File: src/rtl/core/assert_macros.svh
// assertion macros used by the scheduler unit
`ifndef ASSERT_MACROS_SVH
`define ASSERT_MACROS_SVH

// property checked every clock outside reset
`define ASSERT_CLK(label, prop, msg) \
  label: assert property (@(posedge clk) disable iff (!rst_n) (prop)) else $error(msg);

// condition that must never be seen outside reset
`define ASSERT_NEVER(label, cond, msg) \
  label: assert property (@(posedge clk) disable iff (!rst_n) !(cond)) else $error(msg);

`endif

File: src/rtl/core/sstf_pkg.sv
// types and constants of the sstf disk request scheduler
package sstf_pkg;

  localparam int REQ_W   = 8;
  localparam int TRK_W   = 16;
  localparam int CFG_W   = 5;
  localparam int QCNT_W  = 5;

  localparam logic [CFG_W-1:0] MAX_QUEUE_RST = CFG_W'(16);

  localparam logic REQ_ENQUEUE = 1'b0;
  localparam logic REQ_POLL    = 1'b1;

  typedef struct packed {
    logic [REQ_W-1:0] requester;
    logic [TRK_W-1:0] track;
  } slot_t;

  typedef struct packed {
    logic clear;
    logic cmp_en;
  } pick_ctl_t;

  typedef enum logic [2:0] {
    ST_IDLE,
    ST_ENQ,
    ST_SCAN,
    ST_LAST,
    ST_COMMIT
  } state_t;

endpackage

File: src/rtl/core/sstf_slot_ram.sv
// slot memory: one write port, one registered read port
module sstf_slot_ram #(
  parameter int DEPTH = 16,
  parameter int WIDTH = 24,
  parameter int AW    = 4
) (
  input  logic             clk,
  input  logic             wr_en,
  input  logic [AW-1:0]    wr_addr,
  input  logic [WIDTH-1:0] wr_data,
  input  logic             rd_en,
  input  logic [AW-1:0]    rd_addr,
  output logic [WIDTH-1:0] rd_data
);

  logic [WIDTH-1:0] mem [DEPTH];
  logic [WIDTH-1:0] rd_data_r;

  always_ff @(posedge clk) begin
    if (wr_en) begin
      mem[wr_addr] <= wr_data;
    end
    if (rd_en) begin
      rd_data_r <= mem[rd_addr];
    end
  end

  assign rd_data = rd_data_r;

endmodule

File: src/rtl/core/sstf_seek_pick.sv
// nearest-track selection: one distance compare per slot beat
module sstf_seek_pick import sstf_pkg::*; #(
  parameter int IDX_W = 4
) (
  input  logic             clk,
  input  logic             rst_n,
  input  pick_ctl_t        ctl,
  input  logic [IDX_W-1:0] cmp_idx,
  input  slot_t            cand,
  input  logic [TRK_W-1:0] head_track,
  output logic [IDX_W-1:0] best_idx,
  output slot_t            best,
  output logic             best_have
);

  logic             have_r, have_nxt;
  logic [TRK_W-1:0] best_d_r;
  logic [IDX_W-1:0] best_idx_r;
  slot_t            best_r;
  logic [TRK_W-1:0] seek_gap;
  logic             take;

  always_comb begin
    if (cand.track >= head_track) begin
      seek_gap = cand.track - head_track;
    end else begin
      seek_gap = head_track - cand.track;
    end
  end

  // strict less-than keeps the lowest slot on a tie
  assign take = ctl.cmp_en && (!have_r || (seek_gap < best_d_r));

  always_comb begin
    have_nxt = have_r;
    if (ctl.clear) begin
      have_nxt = 1'b0;
    end else if (take) begin
      have_nxt = 1'b1;
    end
  end

  always_ff @(posedge clk) begin
    if (!rst_n) begin
      have_r <= 1'b0;
    end else begin
      have_r <= have_nxt;
    end
  end

  always_ff @(posedge clk) begin
    if (take && !ctl.clear) begin
      best_d_r   <= seek_gap;
      best_idx_r <= cmp_idx;
      best_r     <= cand;
    end
  end

  assign best_idx  = best_idx_r;
  assign best      = best_r;
  assign best_have = have_r;

endmodule

File: src/rtl/core/sstf_disk_request_scheduler_unit.sv
// sstf disk request scheduler: slot memory, scan sequencer and result register
//
//  channel  | handshake          | payload
//  ---------+--------------------+------------------------------------------------
//  in_      | start & !busy      | req_type, requester_id, track, inputs_drained
//  out_     | out_valid strobe   | accepted, served, served_requester/track, count
//  cfg_     | cfg_valid & ready  | cfg_data = max_queue
//
// rejected enqueue or poll that serves nothing: answered from idle, result on the next cycle
// enqueue: walks the valid bits to the lowest free slot and writes the request there
// serving poll: one slot memory read and one distance compare per cycle in the scan,
//   then ST_LAST compares the last beat and ST_COMMIT removes the winner
// synchronous active-low reset empties the queue, clears the head track and sets max_queue to 16
// results are strobed for one cycle; the receiver cannot stall them
`include "assert_macros.svh"

module sstf_disk_request_scheduler_unit import sstf_pkg::*; #(
  parameter int QUEUE_DEPTH = 16
) (
  input  logic              clk,
  input  logic              rst_n,
  input  logic              start,
  output logic              busy,
  input  logic              in_req_type,
  input  logic [REQ_W-1:0]  in_requester_id,
  input  logic [TRK_W-1:0]  in_track,
  input  logic              in_inputs_drained,
  output logic              out_valid,
  output logic              out_accepted,
  output logic              out_served,
  output logic [REQ_W-1:0]  out_served_requester,
  output logic [TRK_W-1:0]  out_served_track,
  output logic [QCNT_W-1:0] out_queue_count,
  input  logic              cfg_valid,
  output logic              cfg_ready,
  input  logic [CFG_W-1:0]  cfg_data
);

  localparam int IDX_W = (QUEUE_DEPTH > 1) ? $clog2(QUEUE_DEPTH) : 1;
  localparam int CNT_W = $clog2(QUEUE_DEPTH + 1);
  localparam int CMP_W = (CNT_W > CFG_W) ? CNT_W : CFG_W;
  localparam logic [IDX_W-1:0] IDX_LAST = IDX_W'(QUEUE_DEPTH - 1);

  state_t                 state_r, state_nxt;
  logic [IDX_W-1:0]       idx_r, idx_nxt;
  logic [QUEUE_DEPTH-1:0] valid_r, valid_nxt;
  logic [CNT_W-1:0]       cnt_r, cnt_nxt;
  logic [TRK_W-1:0]       head_r, head_nxt;
  logic [CFG_W-1:0]       max_queue_r, max_queue_nxt;
  logic                   chk_en_r, chk_en_nxt;
  logic [IDX_W-1:0]       chk_idx_r, chk_idx_nxt;
  logic                   out_valid_r, out_valid_nxt;
  slot_t                  enq_r, enq_nxt;
  logic                   out_acc_r, out_acc_nxt;
  logic                   out_srv_r, out_srv_nxt;
  slot_t                  out_slot_r, out_slot_nxt;
  logic [QCNT_W-1:0]      out_cnt_r, out_cnt_nxt;

  logic             in_fire;
  logic [CMP_W-1:0] lim;
  logic [CMP_W-1:0] cnt_cmp;
  logic [CMP_W-1:0] cnt_nxt_ext;
  logic             room;
  logic             serve_ok;
  logic             idx_last;
  logic             slot_free;

  logic             wr_en;
  logic             rd_en;
  slot_t            rd_slot;
  pick_ctl_t        pick_ctl;
  logic [IDX_W-1:0] best_idx;
  slot_t            best_slot;
  logic             best_have;

  assign busy      = (state_r != ST_IDLE);
  assign in_fire   = start && !busy;
  assign cfg_ready = 1'b1;

  // limit in use is min(max_queue, QUEUE_DEPTH)
  assign lim = (CMP_W'(max_queue_r) > CMP_W'(QUEUE_DEPTH)) ? CMP_W'(QUEUE_DEPTH)
                                                           : CMP_W'(max_queue_r);
  assign cnt_cmp   = CMP_W'(cnt_r);
  assign room      = (cnt_cmp < lim);
  assign serve_ok  = (cnt_r != '0) && ((cnt_cmp >= lim) || in_inputs_drained);
  assign idx_last  = (idx_r == IDX_LAST);
  assign slot_free = !valid_r[idx_r];

  sstf_slot_ram #(
    .DEPTH (QUEUE_DEPTH),
    .WIDTH ($bits(slot_t)),
    .AW    (IDX_W)
  ) u_slot_ram (
    .clk     (clk),
    .wr_en   (wr_en),
    .wr_addr (idx_r),
    .wr_data (enq_r),
    .rd_en   (rd_en),
    .rd_addr (idx_r),
    .rd_data (rd_slot)
  );

  sstf_seek_pick #(
    .IDX_W (IDX_W)
  ) u_seek_pick (
    .clk        (clk),
    .rst_n      (rst_n),
    .ctl        (pick_ctl),
    .cmp_idx    (chk_idx_r),
    .cand       (rd_slot),
    .head_track (head_r),
    .best_idx   (best_idx),
    .best       (best_slot),
    .best_have  (best_have)
  );

  // next state
  always_comb begin
    state_nxt = state_r;
    unique case (state_r)
      ST_IDLE: begin
        if (in_fire) begin
          if (in_req_type == REQ_ENQUEUE) begin
            if (room) begin
              state_nxt = ST_ENQ;
            end
          end else if (serve_ok) begin
            state_nxt = ST_SCAN;
          end
        end
      end
      ST_ENQ: begin
        if (slot_free) begin
          state_nxt = ST_IDLE;
        end
      end
      ST_SCAN: begin
        if (idx_last) begin
          state_nxt = ST_LAST;
        end
      end
      ST_LAST:   state_nxt = ST_COMMIT;
      ST_COMMIT: state_nxt = ST_IDLE;
      default:   state_nxt = ST_IDLE;
    endcase
  end

  // datapath and outputs
  always_comb begin
    idx_nxt       = idx_r;
    valid_nxt     = valid_r;
    cnt_nxt       = cnt_r;
    head_nxt      = head_r;
    enq_nxt       = enq_r;
    chk_en_nxt    = 1'b0;
    chk_idx_nxt   = idx_r;
    out_valid_nxt = 1'b0;
    out_acc_nxt   = out_acc_r;
    out_srv_nxt   = out_srv_r;
    out_slot_nxt  = out_slot_r;
    wr_en         = 1'b0;
    rd_en         = 1'b0;
    pick_ctl      = '0;

    max_queue_nxt = (cfg_valid && cfg_ready) ? cfg_data : max_queue_r;

    unique case (state_r)
      ST_IDLE: begin
        if (in_fire) begin
          idx_nxt           = '0;
          enq_nxt.requester = in_requester_id;
          enq_nxt.track     = in_track;
          pick_ctl.clear    = 1'b1;
          // nothing to walk: answer right away
          if (!(((in_req_type == REQ_ENQUEUE) && room) ||
                ((in_req_type == REQ_POLL) && serve_ok))) begin
            out_valid_nxt = 1'b1;
            out_acc_nxt   = 1'b0;
            out_srv_nxt   = 1'b0;
            out_slot_nxt  = '0;
          end
        end
      end
      ST_ENQ: begin
        if (slot_free) begin
          wr_en            = 1'b1;
          valid_nxt[idx_r] = 1'b1;
          cnt_nxt          = cnt_r + CNT_W'(1);
          out_valid_nxt    = 1'b1;
          out_acc_nxt      = 1'b1;
          out_srv_nxt      = 1'b0;
          out_slot_nxt     = '0;
        end else begin
          idx_nxt = idx_r + IDX_W'(1);
        end
      end
      ST_SCAN: begin
        rd_en       = 1'b1;
        chk_en_nxt  = valid_r[idx_r];
        chk_idx_nxt = idx_r;
        if (!idx_last) begin
          idx_nxt = idx_r + IDX_W'(1);
        end
      end
      ST_LAST: begin
        pick_ctl.cmp_en = chk_en_r;
      end
      ST_COMMIT: begin
        valid_nxt[best_idx] = 1'b0;
        cnt_nxt             = cnt_r - CNT_W'(1);
        head_nxt            = best_slot.track;
        out_valid_nxt       = 1'b1;
        out_acc_nxt         = 1'b0;
        out_srv_nxt         = 1'b1;
        out_slot_nxt        = best_slot;
      end
      default: begin
      end
    endcase

    // compare of the beat read in the previous scan cycle
    if (state_r == ST_SCAN) begin
      pick_ctl.cmp_en = chk_en_r;
    end

    cnt_nxt_ext = CMP_W'(cnt_nxt);
    out_cnt_nxt = out_valid_nxt ? cnt_nxt_ext[QCNT_W-1:0] : out_cnt_r;
  end

  always_ff @(posedge clk) begin
    if (!rst_n) begin
      state_r     <= ST_IDLE;
      idx_r       <= '0;
      valid_r     <= '0;
      cnt_r       <= '0;
      head_r      <= '0;
      max_queue_r <= MAX_QUEUE_RST;
      chk_en_r    <= 1'b0;
      out_valid_r <= 1'b0;
    end else begin
      state_r     <= state_nxt;
      idx_r       <= idx_nxt;
      valid_r     <= valid_nxt;
      cnt_r       <= cnt_nxt;
      head_r      <= head_nxt;
      max_queue_r <= max_queue_nxt;
      chk_en_r    <= chk_en_nxt;
      out_valid_r <= out_valid_nxt;
    end
  end

  always_ff @(posedge clk) begin
    chk_idx_r  <= chk_idx_nxt;
    enq_r      <= enq_nxt;
    out_acc_r  <= out_acc_nxt;
    out_srv_r  <= out_srv_nxt;
    out_slot_r <= out_slot_nxt;
    out_cnt_r  <= out_cnt_nxt;
  end

  assign out_valid            = out_valid_r;
  assign out_accepted         = out_acc_r;
  assign out_served           = out_srv_r;
  assign out_served_requester = out_slot_r.requester;
  assign out_served_track     = out_slot_r.track;
  assign out_queue_count      = out_cnt_r;

  `ASSERT_CLK(a_cnt_matches_valid, ($countones(valid_r) == int'(cnt_r)),
              "entry count differs from number of valid slots")
  `ASSERT_CLK(a_enq_has_room, ((state_r == ST_ENQ) |-> (int'(cnt_r) < QUEUE_DEPTH)),
              "enqueue walk started on a full queue")
  `ASSERT_CLK(a_commit_has_winner, ((state_r == ST_COMMIT) |-> (best_have && valid_r[best_idx])),
              "removal without a valid nearest slot")
  `ASSERT_NEVER(a_acc_and_srv, (out_valid_r && out_acc_r && out_srv_r),
                "result beat both accepted and served")
  `ASSERT_CLK(a_scan_leaves_queue, ((state_r == ST_SCAN) |-> (cnt_r != '0)),
              "poll scan entered with an empty queue")

endmodule

File: config.mk
export PLATFORM = sky130hd
export DESIGN_NAME = sstf_disk_request_scheduler_unit
export DESIGN_NICKNAME = d
export VERILOG_FILES = /design/src/rtl/core/sstf_pkg.sv /design/src/rtl/core/sstf_slot_ram.sv /design/src/rtl/core/sstf_seek_pick.sv /design/src/rtl/core/sstf_disk_request_scheduler_unit.sv
export VERILOG_INCLUDE_DIRS = /design/src /design/src/rtl/core
export SDC_FILE = /design/constraint.sdc
export NUM_CORES = 1
export LEC_CHECK = 0
export BUFFER_PORTS_ARGS = -buffer_cell sky130_fd_sc_hd__clkbuf_2
export CAP_MARGIN = 20
export CORE_ASPECT_RATIO = 1.1
export CORE_MARGIN = 3
export CORE_UTILIZATION = 45
export DETAILED_ROUTE_END_ITERATION = 16
export GPL_ROUTABILITY_DRIVEN = 0
export HOLD_SLACK_MARGIN = 0.15
export PLACE_DENSITY = 0.68
export SLEW_MARGIN = 20
export SYNTH_ARGS = -nofsm -noshare
export SYNTH_HDL_FRONTEND = slang
export SYNTH_SLANG_ARGS = --single-unit
File: constraint.sdc
create_clock -name clk -period 8.7 [get_ports clk]
set_input_delay 0 -clock clk [delete_from_list [all_inputs] [get_ports clk]]
set_output_delay 0 -clock clk [all_outputs]
set_load 0.02 [all_outputs]
Yosys cells after proc, flatten, opt, wreduce, memory -nomap -nowiden --
Memories as Yosys holds them, arrays and structs flattened. A register that Yosys moved wholly into a read port is not among the register bits. Index checks and enable logic that the tools add are counted.
Operators by class: multiplexer cells 45, bitwise gates (word level) 5, $add $sub $neg 5, order comparisons 9, equality and inequality tests 13, reduce and logical (&&, ||, !) cells 27
Operator list (count):
- 24-bit two-way mux | 3
- 24-bit case mux with 3 select lines | 1
- 16-bit two-way mux | 2
- 16-bit case mux with 2 select lines | 1
- 16-bit subtractor | 2
- 1-bit two-way mux | 18
- 3-bit two-way mux | 6
- 16-bit bitwise AND | 1
- 16-bit >= comparator | 1
- 16-bit < comparator | 1
- 16-bit NOT | 1
- 16-bit OR | 1
- 4-bit two-way mux | 3
- 2-bit inequality test, second input constant | 6
- 3-bit case mux with 4 select lines | 1
- 4-bit case mux with 3 select lines | 1
- 4-bit by 5-bit < comparator with 1-bit output, second input constant | 2
- 5-bit two-way mux | 2
- 5-bit case mux with 2 select lines | 1
- 1-bit case mux with 3 select lines | 3
- 3-bit nonzero test | 3
- 1-bit demux with 4-bit select | 2
- 4-bit by 1-bit >= comparator with 1-bit output, second input constant | 2
- 1-bit logical AND | 8
- 22 further kinds | 32
Storage, ports and cells: bits of input ports 35, memories 1, word-level logic and storage cells 126, RAM bits 384, output and inout port bits 34, register bits 155
Memory list:
- u_slot_ram.mem | depth 16, width 24, read ports 1, clocked after Yosys merged registers in 1, write ports 1, RTL line sstf_slot_ram.sv:16 | logic [WIDTH-1:0] mem [DEPTH];

Logic depth before layout (Yosys ltp) --
depth in word-level cells 10, mapped depth 20, gate-level depth less buffers 19

Cells and area by module --
A second synthesis with hierarchy kept.
Unflattened totals: cells, all modules 1346, area total of the unflattened synthesis 23000.8 um^2
Modules (own cells, without submodules):
- sstf_slot_ram | instances 1, area each 15170.8 um^2, sequential area each 12251.8 um^2, cells an instance 636
- sstf_disk_request_scheduler_unit | instances 1, area each 4595.7 um^2, sequential area each 2752.6 um^2, cells an instance 396
- sstf_seek_pick | instances 1, area each 3234.4 um^2, sequential area each 1341.3 um^2, cells an instance 314

Worst setup path after synthesis --
No wires, ideal clock.
path kind reg-to-reg, start register u_slot_ram.rd_data_r[0] (netlist: u_slot_ram.rd_data[0]), read port of u_slot_ram.mem, end register u_seek_pick.best_r, in the netlist u_seek_pick.best[0], enable pin, required time 8200 ps, setup time 500 ps, cell stages (with the launch flop) 21, data arrival time 6474 ps, path buffers 1, clock period less this slack 6974 ps, path slack 1726 ps, path through edfxtp_1 > inv_1 > ha_1 > inv_1 > fa_1 > a211oi_1 > o21ai_0 > o211ai_1 > a211oi_2 > a21o_1 > buf_4 > a31oi_1 > xor2_1 > ha_1 > a21o_1 > a21o_1 > a21oi_1 > o21ai_0 > a211oi_1 > nor2_1 > nor3_1
Between the ends: word-level cells in the longest chain between the ends 6, elaborated cells on any way between the ends 8, those cells by class 2 x add/sub; 2 x order compare; 1 x mux; 3 x reduce/logical
RTL lines:
- start: declaration | RTL line sstf_slot_ram.sv:17 | logic [WIDTH-1:0] rd_data_r;
- 16-bit subtractor, or another cell as far along | RTL line sstf_seek_pick.sv:27 | seek_gap = head_track - cand.track;
- 16-bit two-way mux (*) | RTL line sstf_seek_pick.sv:24 | if (cand.track >= head_track) begin
- net u_seek_pick.seek_gap[9] | RTL line sstf_seek_pick.sv:20 | logic [TRK_W-1:0] seek_gap;
- 16-bit < comparator (*) | RTL line sstf_seek_pick.sv:32 | assign take = ctl.cmp_en && (!have_r || (seek_gap < best_d_r));
- 1-bit logical OR (*) | RTL line sstf_seek_pick.sv:32
- 1-bit logical AND (*) | RTL line sstf_seek_pick.sv:32
- 1-bit logical AND (*) | RTL line sstf_seek_pick.sv:52 | if (take && !ctl.clear) begin
- end signal: assignment | RTL line sstf_seek_pick.sv:55 | best_r <= cand;
- end: declaration | RTL line sstf_seek_pick.sv:19 | slot_t best_r;
The timed path passes the listed nets; every way through them passes the cells marked *. A chain may end at the register's enable or synchronous reset.

Final worst setup path --
start register u_slot_ram.rd_data_r[3] (netlist: u_slot_ram.rd_data[3]), read port of u_slot_ram.mem, end register u_seek_pick.best_r, in the netlist u_seek_pick.best[9], enable pin
Same word-level chain as after synthesis.

==> metrics.md <==
| Metric | Value |
|---|---|
| CTS clock-pin slew for the worst setup and hold paths | `about 0.06 ns` |
| Final worst slack | `3.890 ns` |
| Die area | `between 50000 and 60000 um^2` |
| Initial antenna violation count | `1` |
| DR iter-0 viols | `~1300` |
| Dpl cell area | `between 20000 and 25000 um^2` |
| Max clock buf depth | `3` |
| Avg WL per Cell | `~23 um` |
| CP Capture Type | `register` |
| Crit start category | `register` |
| Root Driver | `clkbuf_16` |
| Antenna Cells | `0` |
| PwrDens | `around 210 nW/um^2` |
| Worst Reg-to-Reg Cells | `17` |
| Setup Slack @ Placement | `a little under 4 ns` |
| Share of the synthesized area in the top cell type | `0.6676` |
| Total GRT Usage | `0.1822` |
| Syn Std Cell Area | `approximately 23000 um^2` |
| Arr. time, crit path | `around 5 ns` |
| CTS H-Tree Depth | `2` |
| Gr ovfl total | `0` |
| Period utilization | `0.5528` |
| NumNets Final | `between 1000 and 1500` |
| Horiz. Die Dim | `between 200 and 250 um` |
| GR peak layer | `met2` |
| Vias in the first global route | `between 10000 and 15000` |
| CP max stage delay | `between 0.4 and 0.5 ns` |
| Hold endpoint | `max_queue_r[4]` |
| ANT nets after route | `0` |
| Crit path from | `u_slot_ram.rd_data[3]` |
| Clock period minus worst slack | `about 4.8 ns` |
| Syn nets | `about 1300` |
| HPWL Detailed | `~27 mm` |
| Clock skew | `0.02348 ns` |
| Starting Density | `0.4601` |
| Filler Cell Count | `between 3000 and 4000` |
| Hold Vio Cnt, Final | `0` |
| Post-CTS Setup Bufs | `0` |
| Global-route wire length before repair | `around 73 mm` |
| Synth Flop Type | `edfxtp_1` |
| VDD IR max | `approximately 0.00015 V` |
| Max_slew headroom | `0.2310` |
| Remaining DRCs | `0` |
| R2R Setup Slk | `~3.9 ns` |
| Avg Inst Size Synth | `18.62 um^2` |
| Async SR Flop Fraction | `0` |
| Die Ht | `approximately 240 um` |
| Site row count | `85` |
| FF/Latch Area | `16360 um^2` |
| Ys Warns | `0` |
| FF-to-FF End | `u_seek_pick.best[9]` |
| Cell chain of the critical path | `ha_1, o21ai_0, o21ai_0, o211ai_1, a211oi_2, a21o_1, a31oi_1, xor2_1, ha_1, a21o_1, a21o_1, a21oi_1, o21ai_0, a211oi_1, nor2_1, nor3_2, buf_4` |
| Worst hold path depth | `3` |
| Share of post-route cells with drive strength above 1 | `0.2396` |
| Hold Path Origin | `cfg_valid` |
| Highest Clock Rate | `~210 MHz` |
| HP Class | `primary input to register` |
| Grt met1 use | `0.2529` |
| Crit path buf inv count | `1` |
| Final WL | `between 40 and 50 mm` |
| Mapped Cells | `roughly 1200` |
| IO Port Bufs | `67` |
| Area of the multi-input gates | `5956 um^2` |
| Worst skew pair latency | `a little over 0.6 ns` |
| Worst path slowest cell | `ha_1` |
| Vias | `11660` |
| Total CTS buffers | `55` |
| Post-synthesis cell type count | `62` |
| Largest net degree at the start of global routing | `56` |
| M2 GR Usage | `0.2988` |
| Leak | `between 8 and 9 nW` |
| Worst hold slack | `0.2819 ns` |
| Vias per cell | `around 5.6` |
| Seq/Total Area, Yosys | `0.7168` |
| Outcome | `completed` |
| Core ar. | `~50000 um^2` |
| Reg-to-reg startpoint | `u_slot_ram.rd_data[3]` |
| RSZ-0062 raised after global routing | `false` |
| Number of flops mapped to enable cells by yosys | `between 500 and 600` |
| Max-capacitance violation count | `0` |
| Crit path max-delay family | `compound AO/OA/AOI/OAI gates` |
| Dominant cells by area after synthesis | `edfxtp_1 (67%), mux4_2 (12%), dfxtp_1 (4.9%)` |
| Top Ports | `around 70` |
| DRT Pass-1 Iters | `5` |
| Yosys top cell by area | `edfxtp_1` |
| Setup CP Type | `register to register` |
| Req. time, crit path | `8.97 ns` |
| Fin. max-slew vios | `0` |
| Met3 Usage GRT | `0.02735` |
| Area Overhead vs Synth | `15.10%` |
| Setup Viol. Count Final | `0` |
| Critical Path Fanout Max | `24` |
| CTS sink count | `563` |
| Setup tns final | `0 ns` |
| Seq cells post-synth | `approximately 560` |
| CTS tree | `done` |
| Fin area | `about 26000 um^2` |
| Slew of the pin with the lowest slew margin | `between 1 and 1.5 ns` |
## logic make-up (layout without fill, tap and decap cells)
group / count (synthesis) / count (layout) / share of synthesized area
fa+ha+maj: 60 / 60 / 0.03358
buf+inv: 120 / 318 / 0.02255
compound gates: 145 / 145 / 0.04757
mux: 144 / 144 / 0.1315
simple gates: 173 / 173 / 0.04055
xor+xnor: 19 / 19 / 0.007297
flops: 563 / 563 / 0.7168
other cells: 1 / 1 / 0.0001644
## report_power, final
group | switching [W] | leakage [nW] | internal (W) | total, W
Sequential | 0.0000409 | 5.05 | 0.00299 | 0.00303
Clock | 0.00100 | 0.838 | 0.00123 | 0.00223
Combinational | 0.000107 | 3.00 | 0.0000881 | 0.000195
Total | 0.00115 | 8.88 | 0.00430 | 0.00545
## layout make-up
cell class                 instances  share of cell area
clock buffer                      62             0.05501
clock inverter                    37            0.009676
inverter                          62            0.008866
multi-input combinational        542              0.2269
sequential                       563              0.6231
tap                              652             0.03108
timing repair buffer             157             0.04538
## stage by stage
stage	power, W	instances	utilization
after detailed placement	0.003264	1911	0.4819
after CTS	0.005516	2073	0.5289
after global placement	0.003258	1911	0.4819
after global routing	0.005643	2075	0.5296
final	0.005453	2075	0.5296
after floorplan	0.003190	1225	-
## state kept, by name, indices dropped and copies added (netlist names), 3 cells and up
| register | count |
|---|---|
| max_queue_r | 5 |
| enq_r | 24 |
| u_slot_ram.mem | 384 |
| u_seek_pick.best | 24 |
| out_queue_count | 5 |
| chk_idx_r | 4 |
| u_seek_pick.best_idx | 4 |
| valid_r | 16 |
| state_r | 3 |
| head_r | 16 |
| chk_idx_nxt | 4 |
| out_served_track | 16 |
| out_served_requester | 8 |
| u_seek_pick.best_d_r | 16 |
| u_slot_ram.rd_data | 24 |
| cnt_cmp | 5 |
## synthesized netlist by cell type, types with 5 or more instances
cell and count:
and3_1 27, o21ai_0 18, buf_2 21, xor2_1 8
a21o_1 15, o21a_1 21, a211oi_1 8, o211ai_1 7
buf_1 8, a31oi_1 5, nand2_1 31, o221a_2 16
buf_4 6, nor2_1 37, inv_1 62, mux2i_1 18
and2_1 23, dfxtp_1 56, nand3_1 9, nand2b_1 5
nor2b_1 11, mux4_2 124, a21oi_1 30, edfxtp_1 507
clkbuf_1 21, ha_1 58, xnor2_1 11
## placed cells by master (no fill, tap or decap), drive strengths merged, types with 9 or more instances in the layout
cell type    instances
xnor2               11
inv                 62
nor2                37
o21a                21
a211oi               9
o221a               16
mux2i               18
edfxtp             507
ha                  58
a21oi               32
dfxtp               56
dlygate4sd3         64
buf                 27
clkinv              32
nor2b               11
nand2               31
and3                27
a21o                15
mux4               124
and2                24
nand3                9
o21ai               18
clkbuf             128
## what timing repair did
| action | CTS | global route |
|---|---|---|
| hold buffers | 63 | 1 |
| setup endpoints to repair | 0 | 0 |
| resized for setup | 0 | 0 |
| hold endpoints to repair | 42 | 6 |
## worst max-delay path by stage
stage / end / slack (ns) / cells past startpoint
after floorplan: u_seek_pick.best[0] / 1.73 / 20
after global placement: u_seek_pick.best[4] / 4.02 / 19
after detailed placement: u_seek_pick.best[2] / 3.89 / 19
after CTS: u_seek_pick.best[8] / 3.84 / 19
after global routing: u_seek_pick.best[9] / 3.56 / 19
final: u_seek_pick.best[9] / 3.89 / 17
## per-layer routing
layer	vias up	routed length, um
met3	97	2672
met4	0	1363
met5	-	0
met2	362	23700
met1	6017	20280
li1	5185	-
## worst register-to-register path, delay by kind of cell, from the launching register on
family	cells	cell delay (ns)
buffers and inverters	1	0.36
and+or+nand+nor	2	0.31
AOI/OAI and AO/OA	11	2.39
xor gates and xnor gates	1	0.19
DFF	1	0.41
adders and majority gates	2	0.81
Power figures use the tool's default switching activity.
